$ cat config.mk
export PLATFORM = sky130hd
export DESIGN_NAME = bfm_back_flat
export DESIGN_NICKNAME = d
export VERILOG_FILES = /design/src/bfm_pkg.sv /design/src/bfm_if.sv /design/src/bfm_mod.sv /design/src/bfm_back.sv /design/src/flat_wrapper.sv
export SDC_FILE = /design/constraint.sdc
export NUM_CORES = 2
export LEC_CHECK = 0
export BUFFER_PORTS_ARGS = -buffer_cell sky130_fd_sc_hd__buf_2
export CAP_MARGIN = 5
export CORE_ASPECT_RATIO = 0.8
export CORE_MARGIN = 1
export CORE_UTILIZATION = 40
export CTS_BUF_LIST = sky130_fd_sc_hd__clkbuf_16
export DETAILED_ROUTE_END_ITERATION = 6
export GPL_TIMING_DRIVEN = 0
export PLACE_DENSITY = 0.53
export SYNTH_ARGS = -nofsm -noshare
export SYNTH_HDL_FRONTEND = slang
export SYNTH_HIERARCHICAL = 1
export SYNTH_SLANG_ARGS = --single-unit
$ cat constraint.sdc
create_clock -name clk -period 7.9 [get_ports clk]
set_input_delay 0.79 -clock clk [delete_from_list [all_inputs] [get_ports clk]]
set_output_delay 0.79 -clock clk [all_outputs]
set_load 0.01 [all_outputs]
$ cat src/bfm_pkg.sv
// ----------------------------------------------------------------------------
// bfm_pkg
// shared types and constants of the bloom filter check/add block
// ----------------------------------------------------------------------------
package bfm_pkg;

	typedef logic [1:0] opcode_t;

	localparam opcode_t OP_CHECK = 2'd0;
	localparam opcode_t OP_ADD   = 2'd1;
	localparam opcode_t OP_CLEAR = 2'd2;
	localparam opcode_t OP_NOP   = 2'd3;

	localparam int KEY_LEN_W = 11;
	localparam int MOD_W     = 25;
	localparam int NH_W      = 6;
	localparam int CFG_IDX_W = 1;

	localparam logic [CFG_IDX_W-1:0] CFG_NUM_BITS   = 1'd0;
	localparam logic [CFG_IDX_W-1:0] CFG_NUM_HASHES = 1'd1;

	localparam logic [MOD_W-1:0] NUM_BITS_RST   = 25'd16777216;
	localparam logic [NH_W-1:0]  NUM_HASHES_RST = 6'd7;
	localparam logic [NH_W-1:0]  MAX_HASHES     = 6'd32;

	localparam logic [31:0] SEED_FIRST = 32'h9747b28c;
	localparam logic [31:0] MIX_MUL    = 32'h5bd1e995;
	localparam logic [32:0] TWO_POW_32 = 33'h1_0000_0000;

	typedef struct packed {
		opcode_t              op;
		logic [KEY_LEN_W-1:0] len;
		logic [31:0]          tail;
		logic                 ovf;
		logic                 bank;
	} job_t;

	typedef struct packed {
		logic key_done;
		logic init_busy;
	} back_status_t;

	function automatic logic [31:0] mul_mix(input logic [31:0] x);
		mul_mix = x * MIX_MUL;
	endfunction

endpackage

$ cat src/bfm_if.sv


interface bfm_resp_if;
	logic valid;
	logic ready;
	logic present;
	logic status;

	modport source(output valid, present, status, input ready);
	modport sink(input valid, present, status, output ready);
endinterface

$ cat src/bfm_mod.sv
// ----------------------------------------------------------------------------
// bfm_mod
// bit-serial remainder unit, one dividend bit per cycle
// ----------------------------------------------------------------------------
module bfm_mod (
	input  logic                      clk,
	input  logic                      arst_n,
	input  logic                      start,
	input  logic [32:0]               dividend,
	input  logic [bfm_pkg::MOD_W-1:0] modulus,
	output logic                      done,
	output logic [bfm_pkg::MOD_W-1:0] rem
);

	localparam int MW = bfm_pkg::MOD_W;

	logic [32:0]   dq_q;
	logic [MW-1:0] rem_q;
	logic [5:0]    cnt_q;
	logic          busy_q;
	logic          done_q;
	logic [MW:0]   tr;
	logic [MW:0]   diff;

	assign tr   = {rem_q, dq_q[32]};
	assign diff = tr - {1'b0, modulus};
	assign done = done_q;
	assign rem  = rem_q;

	always_ff @(posedge clk or negedge arst_n) begin
		if (!arst_n) begin
			cnt_q  <= '0;
			busy_q <= 1'b0;
			done_q <= 1'b0;
		end else begin
			done_q <= 1'b0;
			if (start) begin
				cnt_q  <= 6'd33;
				busy_q <= 1'b1;
			end else if (busy_q) begin
				cnt_q <= cnt_q - 6'd1;
				if (cnt_q == 6'd1) begin
					busy_q <= 1'b0;
					done_q <= 1'b1;
				end
			end
		end
	end

	always_ff @(posedge clk) begin
		if (start) begin
			dq_q  <= dividend;
			rem_q <= '0;
		end else if (busy_q) begin
			dq_q  <= {dq_q[31:0], 1'b0};
			rem_q <= (tr >= {1'b0, modulus}) ? diff[MW-1:0] : tr[MW-1:0];
		end
	end

endmodule

$ cat src/bfm_back.sv
// ----------------------------------------------------------------------------
// bfm_back
// hash sequencer, probe loop and bit store sweeps
// ----------------------------------------------------------------------------
module bfm_back #(
	parameter int KIW  = 4,
	parameter int ROWS = 524288
) (
	input  logic                       clk,
	input  logic                       arst_n,
	input  logic [bfm_pkg::MOD_W-1:0]  modulus,
	input  logic [bfm_pkg::NH_W-1:0]   hashes,
	input  bfm_pkg::job_t              head,
	input  logic                       fifo_empty,
	output logic                       pop,
	output logic [KIW:0]               kr_addr,
	input  logic [31:0]                kr_data,
	output logic [$clog2(ROWS)-1:0]    br_addr,
	input  logic [31:0]                br_data,
	output logic                       bw_en,
	output logic [$clog2(ROWS)-1:0]    bw_addr,
	output logic [31:0]                bw_data,
	output bfm_pkg::back_status_t      status,
	bfm_resp_if.source                 resp
);

	localparam int AW = $clog2(ROWS);
	localparam int MW = bfm_pkg::MOD_W;
	localparam int LW = bfm_pkg::KEY_LEN_W;

	typedef enum logic [15:0] {
		S_CLR   = 16'h0001,
		S_IDLE  = 16'h0002,
		S_WRD   = 16'h0004,
		S_K1    = 16'h0008,
		S_K2    = 16'h0010,
		S_KX    = 16'h0020,
		S_TAIL  = 16'h0040,
		S_FIN1  = 16'h0080,
		S_FIN2  = 16'h0100,
		S_MST   = 16'h0200,
		S_MWT   = 16'h0400,
		S_PINIT = 16'h0800,
		S_PRD   = 16'h1000,
		S_PCHK  = 16'h2000,
		S_PFIX  = 16'h4000,
		S_RES   = 16'h8000
	} state_t;

	state_t                        state_q;
	bfm_pkg::job_t                 job_q;
	logic                          init_q;
	logic [AW-1:0]                 clr_q;
	logic                          pass_q;
	logic [LW-3:0]                 widx_q;
	logic [31:0]                   h_q;
	logic [31:0]                   hm_q;
	logic [31:0]                   k_q;
	logic [31:0]                   a_q;
	logic [31:0]                   b_q;
	logic [31:0]                   x_q;
	logic [MW-1:0]                 r_q;
	logic [MW-1:0]                 bm_q;
	logic [MW-1:0]                 c_q;
	logic [MW+1:0]                 t_q;
	logic [1:0]                    msel_q;
	logic [bfm_pkg::NH_W-1:0]      i_q;
	logic                          allhit_q;
	logic                          res_present_q;
	logic                          res_status_q;
	logic                          oval_q;
	logic                          opres_q;
	logic                          ostat_q;

	logic          mod_start;
	logic [32:0]   mod_div;
	logic          mod_done;
	logic [MW-1:0] mod_rem;
	logic          hit;
	logic          allhit_n;
	logic [32:0]   xsum;
	logic [MW+1:0] tsum;
	logic [31:0]   hf;
	logic          res_take;

	bfm_mod u_mod (
		.clk      (clk),
		.arst_n   (arst_n),
		.start    (mod_start),
		.dividend (mod_div),
		.modulus  (modulus),
		.done     (mod_done),
		.rem      (mod_rem)
	);

	assign pop       = (state_q == S_IDLE) && !fifo_empty;
	assign mod_start = (state_q == S_MST);
	assign kr_addr   = {job_q.bank, widx_q[KIW-1:0]};
	assign br_addr   = AW'(r_q >> 5);
	assign hit       = br_data[r_q[4:0]];
	assign allhit_n  = allhit_q && hit;
	assign xsum      = {1'b0, x_q} + {1'b0, b_q};
	assign tsum      = {2'b00, r_q} + {2'b00, bm_q} - (xsum[32] ? {2'b00, c_q} : '0);
	assign hf        = h_q ^ (h_q >> 15);
	assign res_take  = (state_q == S_RES) && (!oval_q || resp.ready);

	always_comb begin
		case (msel_q)
			2'd0:    mod_div = {1'b0, a_q};
			2'd1:    mod_div = {1'b0, b_q};
			default: mod_div = bfm_pkg::TWO_POW_32;
		endcase
	end

	always_comb begin
		bw_en   = 1'b0;
		bw_addr = br_addr;
		bw_data = br_data | (32'd1 << r_q[4:0]);
		if (state_q == S_CLR) begin
			bw_en   = 1'b1;
			bw_addr = clr_q;
			bw_data = '0;
		end else if (state_q == S_PCHK && !hit && job_q.op == bfm_pkg::OP_ADD) begin
			bw_en = 1'b1;
		end
	end

	assign status.key_done  = res_take;
	assign status.init_busy = init_q;

	assign resp.valid   = oval_q;
	assign resp.present = opres_q;
	assign resp.status  = ostat_q;

	always_ff @(posedge clk or negedge arst_n) begin
		if (!arst_n) begin
			state_q <= S_CLR;
			init_q  <= 1'b1;
			clr_q   <= '0;
			oval_q  <= 1'b0;
		end else begin
			if (res_take) begin
				oval_q <= 1'b1;
			end else if (resp.ready) begin
				oval_q <= 1'b0;
			end
			unique case (state_q)
				S_CLR: begin
					clr_q <= clr_q + 1'b1;
					if (clr_q == AW'(ROWS - 1)) begin
						clr_q   <= '0;
						init_q  <= 1'b0;
						state_q <= S_IDLE;
					end
				end
				S_IDLE: begin
					if (!fifo_empty) begin
						if (head.op == bfm_pkg::OP_CLEAR) begin
							state_q <= S_CLR;
						end else if (head.ovf) begin
							state_q <= S_RES;
						end else begin
							state_q <= S_WRD;
						end
					end
				end
				S_WRD:   state_q <= (widx_q < job_q.len[LW-1:2]) ? S_K1 : S_TAIL;
				S_K1:    state_q <= S_K2;
				S_K2:    state_q <= S_KX;
				S_KX:    state_q <= S_WRD;
				S_TAIL:  state_q <= S_FIN1;
				S_FIN1:  state_q <= S_FIN2;
				S_FIN2:  state_q <= pass_q ? S_MST : S_WRD;
				S_MST:   state_q <= S_MWT;
				S_MWT: begin
					if (mod_done) begin
						state_q <= (msel_q == 2'd2) ? S_PINIT : S_MST;
					end
				end
				S_PINIT: state_q <= (hashes == '0) ? S_RES : S_PRD;
				S_PRD:   state_q <= S_PCHK;
				S_PCHK: begin
					if ((!hit && job_q.op == bfm_pkg::OP_CHECK) ||
						(i_q + 1'b1 == hashes)) begin
						state_q <= S_RES;
					end else begin
						state_q <= S_PFIX;
					end
				end
				S_PFIX:  state_q <= S_PRD;
				S_RES: begin
					if (res_take) begin
						state_q <= S_IDLE;
					end
				end
				default: state_q <= S_IDLE;
			endcase
		end
	end

	always_ff @(posedge clk) begin
		if (res_take) begin
			opres_q <= res_present_q;
			ostat_q <= res_status_q;
		end
		case (state_q)
			S_IDLE: begin
				job_q         <= head;
				h_q           <= bfm_pkg::SEED_FIRST ^ 32'(head.len);
				pass_q        <= 1'b0;
				widx_q        <= '0;
				res_present_q <= 1'b0;
				res_status_q  <= head.ovf;
			end
			S_K1: begin
				k_q  <= bfm_pkg::mul_mix(kr_data);
				hm_q <= bfm_pkg::mul_mix(h_q);
			end
			S_K2: k_q <= bfm_pkg::mul_mix(k_q ^ (k_q >> 24));
			S_KX: begin
				h_q    <= hm_q ^ k_q;
				widx_q <= widx_q + 1'b1;
			end
			S_TAIL: begin
				if (job_q.len[1:0] != 2'd0) begin
					h_q <= bfm_pkg::mul_mix(h_q ^ job_q.tail);
				end
			end
			S_FIN1: h_q <= bfm_pkg::mul_mix(h_q ^ (h_q >> 13));
			S_FIN2: begin
				if (!pass_q) begin
					a_q    <= hf;
					h_q    <= hf ^ 32'(job_q.len);
					pass_q <= 1'b1;
					widx_q <= '0;
				end else begin
					b_q    <= hf;
					msel_q <= 2'd0;
				end
			end
			S_MWT: begin
				if (mod_done) begin
					msel_q <= msel_q + 2'd1;
					case (msel_q)
						2'd0:    r_q  <= mod_rem;
						2'd1:    bm_q <= mod_rem;
						default: c_q  <= mod_rem;
					endcase
				end
			end
			S_PINIT: begin
				x_q           <= a_q;
				i_q           <= '0;
				allhit_q      <= 1'b1;
				res_present_q <= 1'b1;
			end
			S_PCHK: begin
				allhit_q      <= allhit_n;
				res_present_q <= allhit_n;
				i_q           <= i_q + 1'b1;
				x_q           <= xsum[31:0];
				t_q           <= tsum;
			end
			S_PFIX: begin
				if (t_q[MW+1]) begin
					r_q <= MW'(t_q + {2'b00, modulus});
				end else if (t_q >= {2'b00, modulus}) begin
					r_q <= MW'(t_q - {2'b00, modulus});
				end else begin
					r_q <= t_q[MW-1:0];
				end
			end
			default: h_q <= h_q;
		endcase
	end

endmodule
$ cat src/flat_wrapper.sv
// flat-port wrapper written by rule: the top's interface ports become plain ports
module bfm_back_flat 
#(
	parameter int KIW  = 4,
	parameter int ROWS = 524288
)
  (clk, arst_n, modulus, hashes, head, fifo_empty, pop, kr_addr, kr_data, br_addr, br_data, bw_en, bw_addr, bw_data, status, resp_valid, resp_present, resp_status, resp_ready);
  bfm_resp_if resp_i ();
  input  logic clk;
  input  logic arst_n;
  input  logic [bfm_pkg::MOD_W-1:0] modulus;
  input  logic [bfm_pkg::NH_W-1:0] hashes;
  input  bfm_pkg::job_t head;
  input  logic fifo_empty;
  output logic pop;
  output logic [KIW:0] kr_addr;
  input  logic [31:0] kr_data;
  output logic [$clog2(ROWS)-1:0] br_addr;
  input  logic [31:0] br_data;
  output logic bw_en;
  output logic [$clog2(ROWS)-1:0] bw_addr;
  output logic [31:0] bw_data;
  output bfm_pkg::back_status_t status;
  output wire logic [$bits(resp_i.valid)-1:0] resp_valid;
  output wire logic [$bits(resp_i.present)-1:0] resp_present;
  output wire logic [$bits(resp_i.status)-1:0] resp_status;
  input wire logic [$bits(resp_i.ready)-1:0] resp_ready;
  assign resp_valid = resp_i.valid;
  assign resp_present = resp_i.present;
  assign resp_status = resp_i.status;
  assign resp_i.ready = resp_ready;
  bfm_back #(.KIW(KIW), .ROWS(ROWS)) u_core (.clk(clk), .arst_n(arst_n), .modulus(modulus), .hashes(hashes), .head(head), .fifo_empty(fifo_empty), .pop(pop), .kr_addr(kr_addr), .kr_data(kr_data), .br_addr(br_addr), .br_data(br_data), .bw_en(bw_en), .bw_addr(bw_addr), .bw_data(bw_data), .status(status), .resp(resp_i));
endmodule
==> After elaboration in Yosys (flattened, before gate mapping) <==
Index checks and enable logic that the tools add are counted.
{ "totals": {"n_memories": 0, "mem_bits_ro": 0, "elab_cells": 183, "mem_bits_rw": 0, "latchBits": 0, "input_bits": 146, "register_bits": 466} }
{ "classes": {"mul": 5, "eq_ne": 31, "magnitude_cmp": 4, "addsub": 11, "n_div": 0, "shifts": 1, "reduce_logical": 36, "bitwise": 10, "muxes": 53} }
{ "op_table": {"columns": ["op", "count"], "rows": [
  ["$pmux W16 S16", 1],
  ["$mul A32 B31 Y32 const B", 5],
  ["$pmux W32 S5", 1],
  ["$mux W25", 6],
  ["$mux W16", 8],
  ["$pmux W32 S2", 2],
  ["$mux W32", 3],
  ["$mux W33", 2],
  ["$pmux W33 S2", 1],
  ["$xor A32 B32 Y32", 2],
  ["$pmux W25 S2", 1],
  ["$sub A25 B25 Y25", 2],
  ["$mux W19", 2],
  ["$add A32 B32 Y33", 1],
  ["$or A32 B32 Y32", 1],
  ["$shl A1 B5 Y32 const A", 1],
  ["$xor A32 B11 Y32", 1],
  ["$xor A32 B17 Y32", 1],
  ["$xor A32 B19 Y32", 1],
  ["$xor A32 B8 Y32", 1],
  ["$ge A27 B25 Y1", 1],
  ["$pmux W9 S3", 1],
  ["$sub A27 B27 Y27", 1],
  ["$add A25 B25 Y26", 1],
  ["other kinds (58)", 104]
]} }

==> Logic depth before layout (Yosys ltp) <==
{ "depth": {"depth_word": 7, "ltp_mapped": 31, "depth_no_buf": 30} }

==> By module <==
Netlist, hierarchy kept.
{ "by_module_without_submodules": {"columns": ["module", "area_per_inst_um2", "cells_per_inst", "instances"], "rows": [
  ["bfm_back", 67113.1, 6752, 1],
  ["bfm_mod", 4409.2, 463, 1]
]} }

==> Worst setup path after synthesis <==
Ideal clock, no wire load.
{ "synth_path": {"path_kind": "reg-to-reg", "from": "reg u_core.h_q[7]", "to": "reg u_core.h_q[31] (data pin)", "t_required_ps": 7625, "path_slack_ps": 254, "setup_ps": 275, "n_path_buf": 1, "t_arrival_ps": 7371, "path_stages_with_launch": 30, "cell_sequence": "edfxtp_1 clkbuf_1 xor2_1 xor2_1 ha_1 or2_2 ha_1 inv_1 fa_1 inv_1 fa_1 inv_1 fa_1 inv_1 fa_1 fa_1 inv_1 fa_1 inv_1 ha_1 nand3_1 nor2_1 a221o_1 a31oi_1 a31oi_1 and2_1 a311o_1 a21oi_1 xnor2_1 o221ai_1"} }
{ "synth_via": {"elab_chain_len": 4} }
{ "synth_lines": {"columns": ["item", "line_no", "source"], "rows": [
  ["start: declaration", "bfm_back.sv:56", "logic [31:0] h_q;"],
  ["start signal: assignment", "bfm_back.sv:209", "h_q <= bfm_pkg::SEED_FIRST ^ 32'(head.len);"],
  ["start signal: assignment", "bfm_back.sv:221", "h_q <= hm_q ^ k_q;"],
  ["start signal: assignment", "bfm_back.sv:226", "h_q <= bfm_pkg::mul_mix(h_q ^ job_q.tail);"],
  ["$xor A32 B32 Y32", "bfm_back.sv:226", null],
  ["$mul A32 B31 Y32", "bfm_pkg.sv:44", "mul_mix = x * MIX_MUL;"],
  ["$mux W32", "bfm_back.sv:225", "if (job_q.len[1:0] != 2'd0) begin"],
  ["$pmux W32 S5 *", "bfm_back.sv:206", "case (state_q)"]
]} }
Mark *: on every way between the ends. The rest lies on a longest branch, timed or not. The select of a mux whose other input is x is not followed.
A chain may end at the register's enable or synchronous reset.

==> Worst setup path after layout <==
{ "layout_path": {"from": "reg u_core.h_q[4]", "to": "reg u_core.h_q[31] (data pin)"} }
Same word-level chain as after synthesis.

==> run metrics <==
run status completed; number of synthesized flops with an enable pin 396; final setup violation count 0; Synth Flop Type edfxtp_1; Setup Skew 56.8 ps; first-pass GRT wire length 339000 microns; Worst-Margin Slew 1190 ps; Fill cells 17100; Syn Area/Cell 9.91 sq um; DR DRC count 0; Die ar. 181000 sq um; area growth from synthesis to layout 11.3%; Synth Cell Area 71500 sq um; share of the synthesized area in the top cell type 25.6%; GR peak layer met1; Hold WS 278 ps; H-tree levels 2; max_cap viols 0; GRT met3 Usage 3.35%; peak per-stage delay on the critical path 630 ps; via count 51900; ys async rst share 9.66%; relative slew slack 20.8%; drt via density 5.16; DR WL/cell 22.5 microns; synthesized net count 9468; chip height 380 microns; share of post-route cells with drive strength above 1 8.78%; Fmax 130 MHz; GR met1 Demand/Resource 38.3%; global placer's final weighted congestion 0.963; routed wire length 226000 microns; Slew Viols, Final 0; Inserted Clock Buffers 57; Reg clk slew, reported paths 60 ps; Detailed Place HPWL 187000 microns; Critical Path Fanout Max 7; pin count of the biggest net entering global routing 46; RSZ-0062 raised after global routing true; Row Count 138; CP arrival 8090 ps; Worst setup EP type flip-flop; Total GRT Usage 25.2%; ranking of synthesized cells by area fa_1 (26%), ha_1 (21%), edfxtp_1 (17%); final setup TNS 0 ps; clock latency at the later pin of the worst-skew pair 680 ps; fin crit share 97.3%; Congestion Overflow GR 0; Worst path most repeated cell fa_1; clk sink count 466; Detailed Routing Iterations Pass 1 7; Storage cell area 13500 sq um; Post-Syn Instances 7215; GR Layer Usage met2 37.1%; initial core utilization 40.4%; HP Class input pin to flip-flop; # nets final 9879; Routed Antenna Nets 0; Multi-input gate area 51100 sq um; Final Util 44.9%; Fin. Hold Viols 0; vias in the first global route 52600; cell taking the most area after synthesis fa_1; Period minus WS final 7690 ps; DR iter-0 viols 3970; Yosys reg bits 466; slowest CP cell edfxtp_1; input/output buffers 227; worst setup path class flip-flop to flip-flop; Yosys warning count 6; CTS tree built; Seq/Total Area, Yosys 18.9%; library cells used by synthesis 110; initial antenna violation count 5; Core Region 177000 sq um; Longest Clk Path Bufs 3; startpoint types flip-flop; Die W 475 microns; Crit path required time 8300 ps; I/O Pins 228; clock root buffer clkbuf_16
routing by layer:
layer	vias to the layer above	share of wire [%]	routed length [microns]
met3	281	6.4	14600
met2	1632	42	94900
met1	25800	49	110000
li1	24200	-	-
met4	0	3.1	7110
met5	-	0	0
synth_stat cells, types with 40 or more instances:
cell type	number
nand2_1	276
nand2b_1	41
a211oi_1	40
clkbuf_1	90
nor3_1	60
fa_1	915
o21a_1	46
nor2_1	312
edfxtp_1	396
xor2_1	183
ha_1	1192
dfrtp_1	43
nand3_1	65
o21ai_0	221
and2_1	44
and3_1	41
xnor2_1	330
a21o_1	108
a21oi_1	263
inv_1	1869
cells in the final DEF (no fill, tap or decap), types with 81 or more instances in the layout:
cell      count
nand2_1     275
fa_1        915
a21o_1      108
buf_4       124
xnor2_1     308
buf_2       241
clkbuf_1     81
ha_1       1189
xor2_1      153
edfxtp_1    396
o21ai_0     219
a21oi_1     261
nor2_1      311
inv_1      1868
final timing paths:
check	cells past startpoint	endpoint	startpoint	slack (ps)
max in group asynchronous	1	u_core/state_q[7]$_DFFE_PN0P_	arst_n	6770
worst min-delay path	1	u_core/job_q[3]$_DFFE_PP_	head[3]	280
worst max register to register	26	u_core/h_q[31]$_DFFE_PP_	u_core/h_q[4]$_DFFE_PP_	210
worst min register to register	0	u_core/resp.status$_DFFE_PP_	u_core/res_status_q$_DFFE_PP_	430
min in group asynchronous	1	u_core/u_mod/cnt_q[1]$_DFFE_PN0P_	arst_n	380
worst max-delay path	26	u_core/h_q[31]$_DFFE_PP_	u_core/h_q[4]$_DFFE_PP_	210
critical path, delay by kind of cell (launching register included):
family / cells / cell delay [ps]
adder cells (fa/ha/maj): 9 / 3690
AND/OR/NAND/NOR: 1 / 220
AO/OA/AOI/OAI: 8 / 1730
buffers and inverters: 6 / 640
flip-flops: 1 / 630
XOR/XNOR: 2 / 510
what timing repair did:
item | in CTS | in global routing
hold buffers | 0 | 0
resized for setup | 68 | 58
buffers inserted | 65 | 43
pin swaps | 5 | 11
endpoints found under the setup margin | 22 | 21
stage by stage:
step / setup WS [ps] / std cells / cell area [sq um]
floorplan: 254 / 7215 / 71500
global placement: -1750 / 9822 / 75600
detailed placement: -1640 / 9840 / 76000
CTS: 5.20 / 10000 / 78900
global route: -66.2 / 10100 / 79600
finish: 213 / 10100 / 79600
flip-flops by register name (all words and copies together), names as in the netlist, 9 cells and up:
name / count
u_core/a_q: 32
u_core/b_q: 32
u_core/bm_q: 25
u_core/c_q: 25
u_core/clr_q: 19
u_core/h_q: 32
u_core/hm_q: 32
u_core/job_q: 45
u_core/k_q: 32
u_core/r_q: 25
u_core/state_q: 16
u_core/t_q: 27
u_core/u_mod/dq_q: 33
u_core/u_mod/rem: 25
u_core/widx_q: 9
u_core/x_q: 32
cell families (layout without fill, tap and decap cells):
group                      after synthesis  in the layout  share of synthesized area, %
adders and majority gates             2107           2107                          46.5
buffers and inverters                 2015           2473                          10.7
and+or+nand+nor                       1034           1034                          6.99
AOI/OAI and AO/OA                     1018           1018                          9.44
xor gates and xnor gates               517            517                          6.41
DFF                                    466            466                          18.9
muxes                                   58             58                          1.05
other                                    0              5                             0
area by class of cell:
cell class,instances,share of cell area [%]
multi-input cells,4734,64.3
flip-flops and latches,466,17.0
inverters,1875,8.89
well taps,2380,3.74
repair buffers,353,3.00
clock buffers,57,1.79
plain buffers,139,0.847
clock inverters,49,0.450
diodes,5,0.0157
Power is left out: the tool's default activity adds up to more than one toggle a clock period on the data nets, which glitch-free logic cannot reach.
